<file path="config.mk">
export PLATFORM = sky130hd
export DESIGN_NAME = rcm_div
export DESIGN_NICKNAME = d
export VERILOG_FILES = /design/src/hw/rtl/rcm_pkg.sv /design/src/hw/rtl/rcm_div.sv
export SDC_FILE = /design/constraint.sdc
export NUM_CORES = 1
export LEC_CHECK = 0
export BUFFER_PORTS_ARGS = -buffer_cell sky130_fd_sc_hd__buf_4
export CORE_MARGIN = 4
export CORE_UTILIZATION = 59
export DETAILED_ROUTE_END_ITERATION = 10
export PLACE_DENSITY = 0.91
export REMOVE_ABC_BUFFERS = 1
export SETUP_SLACK_MARGIN = 0.05
export SYNTH_ARGS = -nofsm -noshare
export SYNTH_HDL_FRONTEND = slang
export SYNTH_SLANG_ARGS = --single-unit
export TNS_END_PERCENT = 100
</file>
<file path="constraint.sdc">
create_clock -name clk -period 7.6 [get_ports clk]
set_clock_uncertainty 0.05 [all_clocks]
set_input_delay 1.14 -clock clk [delete_from_list [all_inputs] [get_ports clk]]
set_output_delay 1.14 -clock clk [all_outputs]
set_load 0.01 [all_outputs]
</file>
<file path="src/hw/rtl/rcm_pkg.sv">
// ----------------------------------------------------------------------------
// rcm_pkg
// Shared types and constants of the return covariance block.
// ----------------------------------------------------------------------------
package rcm_pkg;

	typedef enum logic [3:0] {
		ST_IDLE,
		ST_RET_INIT,
		ST_RET_P0,
		ST_RET_P1,
		ST_RET_DIVW,
		ST_RET_WR,
		ST_COV_INIT,
		ST_COV_RUN,
		ST_COV_DRAIN,
		ST_COV_MULSET,
		ST_COV_MUL,
		ST_COV_DIV,
		ST_COV_DIVW,
		ST_COV_OUT
	} rcm_state_t;

	localparam int RET_W     = 32;
	localparam int RET_FRAC  = 28;
	localparam int PRICE_W   = 32;
	localparam int COV_W     = 64;
	localparam int DIVISOR_W = 32;

	localparam logic [1:0] REG_ASSET_COUNT = 2'd0;
	localparam logic [1:0] REG_DATE_COUNT  = 2'd1;

endpackage

</file>
<file path="src/hw/rtl/rcm_div.sv">
// ----------------------------------------------------------------------------
// rcm_div
// Restoring unsigned divider, one quotient bit per cycle.
// ----------------------------------------------------------------------------
module rcm_div #(
	parameter int DW = 82
) (
	input  logic                                 clk,
	input  logic                                 arst_n,
	input  logic                                 start,
	input  logic [DW-1:0]                        dividend,
	input  logic [rcm_pkg::DIVISOR_W-1:0]        divisor,
	output logic                                 busy,
	output logic                                 done,
	output logic [DW-1:0]                        quotient
);
	import rcm_pkg::*;

	localparam int CW = $clog2(DW + 1);

	logic              busy_q;
	logic              done_q;
	logic [CW-1:0]     cnt_q;
	logic [DW-1:0]     quo_q;
	logic [DIVISOR_W-1:0] rem_q;
	logic [DIVISOR_W-1:0] div_q;
	logic [DIVISOR_W:0]   trial;
	logic              step_bit;
	logic [DIVISOR_W-1:0] step_rem;

	always_comb begin
		trial    = {rem_q, quo_q[DW-1]};
		step_bit = (trial >= {1'b0, div_q});
		step_rem = step_bit ? DIVISOR_W'(trial - {1'b0, div_q}) : trial[DIVISOR_W-1:0];
	end

	always_ff @(posedge clk or negedge arst_n) begin
		if (!arst_n) begin
			busy_q <= 1'b0;
			done_q <= 1'b0;
			cnt_q  <= '0;
		end else begin
			done_q <= 1'b0;
			if (start) begin
				busy_q <= 1'b1;
				cnt_q  <= '0;
			end else if (busy_q) begin
				cnt_q <= cnt_q + 1'b1;
				if (cnt_q == CW'(DW - 1)) begin
					busy_q <= 1'b0;
					done_q <= 1'b1;
				end
			end
		end
	end

	always_ff @(posedge clk) begin
		if (start) begin
			quo_q <= dividend;
			rem_q <= '0;
			div_q <= divisor;
		end else if (busy_q) begin
			quo_q <= {quo_q[DW-2:0], step_bit};
			rem_q <= step_rem;
		end
	end

	assign busy     = busy_q;
	assign done     = done_q;
	assign quotient = quo_q;

endmodule

</file>
==> impl_metrics.toml <==
[status]
status = "finished, final reports clean"

[clock_tree]
cts_max_level = 4
cts_buffer_depth = 2
cts_root_buf = "clkbuf_16"
cts_tree = "done"
cts_resized = 0
ctsHoldBuffers = 0
cts_sinks = 155
cts.reportedPaths.clkPinSlew_ns = 0.07
clock_latency_ns = 0.43
postCtsSetupBuffers = 0
cts_buffers = 17

[route]
routed.top_layer = "met5"
dr.pass1.iters = 5
detail_route.wl_per_cell_um = 20.76
wirelength_mm = 23.04
drc = 0
postRouteAntennaNets = 0
met2WireLength_mm = 11.88
vias = 6656
drtIter0Drc = 524
routed-wl-met3_mm = 1.814
via_per_inst = 5.996
met1Wirelength_mm = 8.552

[yosys]
synthAdderAreaFrac_pct = 5.312
synth_cell_type_count = 65
synth_warnings = 0
synth.avg_cell_area_sq_um = 11.50
synth_compound_area_share_pct = 13.37
synth-simple-area-share_pct = 9.743
synth.area.top_cells = "edfxtp_1 (41%), mux2_2 (11%), dfxtp_1 (7.6%), ha_1 (5.1%), dfrtp_1 (2.7%)"
synth_xor_area_share_pct = 2.716
yosysTopAreaCellShare_pct = 40.82
async_flop_share_pct = 5.806
yosysSeqAreaShare_pct = 51.15
synth_area_sq_um = 8386
synth-edff-count = 114
ys_ff_latch = 155
ys.flop_type = "edfxtp_1"
synth_top_family_by_area = "multiplexers"
synth_mux_area_share_pct = 13.64
synthCells = 729
yosysTopAreaCell = "edfxtp_1"

[placed_design]
placed_cells_incl_taps = 1077
postPlaceCellArea_sq_um = 9968
preCtsSetupSlack_ns = 4.208
gp_congestion = 0.9185
hpwl_mm = 15.81
io_buffers = 200

[setup_path]
critPathArrivalTime_ns = 3.67
ff2ff_setup_slack_ns = 4.20
critical_path_class = "register to register"
worstPathMaxFanout = 16
worstSetupStartpointType = "register"
crit_path_max_incr_delay_ns = 0.95
path_cells = "inv_1 > ha_1 > a21oi_1 > o211ai_1 > a221oi_1 > nand2b_1 > a31oi_4 > a311oi_2 > nand2_1 > a311oi_1"
cp_slowest_cell = "a311oi_2"
rr_startpoint = "div_q[10]"
required_ns = 7.87
worstSetupStartpoint = "div_q[10]"
reg2reg_to = "rem_q[30]"
crit_buf_inv = 1
ff2ff_path_depth = 10
crit_family = "compound AO/OA/AOI/OAI gates"
critPathCaptureType = "register"

[die]
rows = 43
dieArea_sq_um = 16180
initial_core_util_pct = 60.41
ios = 201
chipWidth_um = 127.2
die_h_um = 127.2
core-area_sq_um = 13880

[layout]
nNetsFinal = 1068
fin_area_sq_um = 10540
syn2layout_area_growth_pct = 25.72
regArea_sq_um = 4290
multi_input_area_sq_um = 3755
drive_gt1_share_pct = 35.74
nFillCells = 872
fin_cells = 1110

[sta]
period_share_pct = 44.76
slew_headroom_pct = 27.52
timing_max_transition_violations_final = 0
rsz0062_at_grt = "no"
tightest_slew_ns = 1.087
fmax_ghz = 0.2940
setup_viol = 0
setup_ws_ns = 4.199
period_needed_ns = 3.401
hold_viol = 0
tns_ns = 0

[pwr]
leakage_nw = 4.430
ir_worst_vdd_v = 0.0002140
netSwitchingPower_uw = 940.6
pwr-share-seq_pct = 38.8
p_int_mw = 1.936
p_comb_share_pct = 32.3
power.density_nw_per_um2 = 272.9
clkPwrFrac_pct = 29.0
swShare_pct = 32.70
report.power.total_mw = 2.877

[min_path]
hold_start = "rem_q[31]"
hp-class = "register to register"
whs_endpoint = "rem_q[31]"
hold_depth = 2

[job]
drv_cap = 0

[global_routing]
grt_first_pass_wirelength_mm = 35.89
overflow = 0
grt_pass1_vias = 6862
grt.total_usage_pct = 28.64
grt_max_degree = 83
antenna_found_initial = 1
[cells by family (layout without fill, tap and decap cells)]
group | Yosys count | in the layout
compound gates | 158 | 158
flops | 155 | 155
buf+inv | 80 | 280
xor+xnor | 26 | 26
fa+ha+maj | 35 | 35
mux | 104 | 104
simple gates | 171 | 171
other cells | 0 | 1
[registers in the layout, summed over array words and instances (netlist names)]
name / cells
busy: 1
quotient: 82
rem_q: 32
done: 1
cnt_q: 7
div_q: 32
[synth_stat cells, types with 3 or more instances]
cell,number
clkbuf_1,25
a21oi_1,34
a21boi_0,4
or3_1,5
mux2i_1,22
edfxtp_1,114
inv_1,45
nand3_1,18
a211o_1,3
a211oi_1,23
a21o_1,9
nor3_1,9
dfrtp_1,9
a32oi_1,4
o31ai_1,3
ha_1,34
a31oi_1,8
buf_2,5
nand2_1,40
o21ai_1,5
nor2_1,58
xor2_1,12
and2_1,3
o211ai_1,6
o21ai_0,25
nand2b_1,12
o21a_1,3
mux2_2,82
nor4_1,3
nand4_1,9
o21bai_1,3
xnor2_1,14
o311ai_1,3
dfxtp_1,32
a311oi_1,6
[power by group through the flow]
stage	Combinational [mW]	Clock (mW)	Sequential (mW)
3_5_place_dp	0.900	0	1.13
3_3_place_gp	0.871	0	1.12
4_1_cts	0.919	0.838	1.11
5_1_grt	1.01	0.877	1.13
6_report	0.928	0.833	1.12
2_1_floorplan	0.595	0	1.13
[area by class of cell]
| cell class | instances | area share [%] |
|---|---|---|
| clock buffer | 18 | 4.071 |
| clock inverter | 14 | 1.353 |
| antenna | 1 | 0.02374 |
| multi-input combinational | 494 | 35.62 |
| inverter | 45 | 1.614 |
| sequential | 155 | 40.70 |
| timing repair buffer | 203 | 14.49 |
| tap | 180 | 2.136 |
[how the worst max path moves through the flow]
stage                       end  slack (ns)  depth (start not counted)
finish                rem_q[30]        4.20                         10
global placement      rem_q[26]        4.25                          5
floorplan           quotient[0]        3.81                          2
detailed placement    rem_q[25]        4.21                          5
global route          rem_q[30]        3.92                         10
CTS                   rem_q[30]        4.24                         10
[stage by stage]
| stage | util [%] | hold WS, ns |
|---|---|---|
| 2_1_floorplan | - | 0.3844 |
| 3_3_place_gp | 71.81 | 0.4068 |
| 3_5_place_dp | 71.81 | 0.4337 |
| 4_1_cts | 75.93 | 0.4493 |
| 5_1_grt | 75.95 | 0.4735 |
| 6_report | 75.95 | 0.4502 |
[worst register-to-register path, delay by kind of cell (launching register included)]
family	cells	cell delay [ns]
compound gates	6	2.10
fa+ha+maj	1	0.38
buf+inv	1	0.04
flops	1	0.32
simple gates	2	0.40
[cells in the final DEF, fill, tap and decap left out, drive strengths merged, types with 8 or more instances in the layout]
cell type,netlist,final
mux2,82,82
nor2,58,58
o21ai,30,30
nand3,18,18
mux2i,22,22
dfxtp,32,32
buf,10,203
a311oi,8,8
nand4,9,9
inv,45,48
xnor2,14,14
ha,34,34
nor3,9,9
clkbuf,25,18
a21o,9,9
nand2,42,42
xor2,12,12
nand2b,12,12
a211oi,24,24
a21oi,37,37
dfrtp,9,9
a31oi,9,9
edfxtp,114,114
[metal layers]
metal	vias up	track usage [%]
met3	47	9.615
met1	3237	31.56
met4	2	11.67
li1	3092	-
met5	-	2.786
met2	278	50.50
Note: power is estimated with default switching activity, not from simulation.
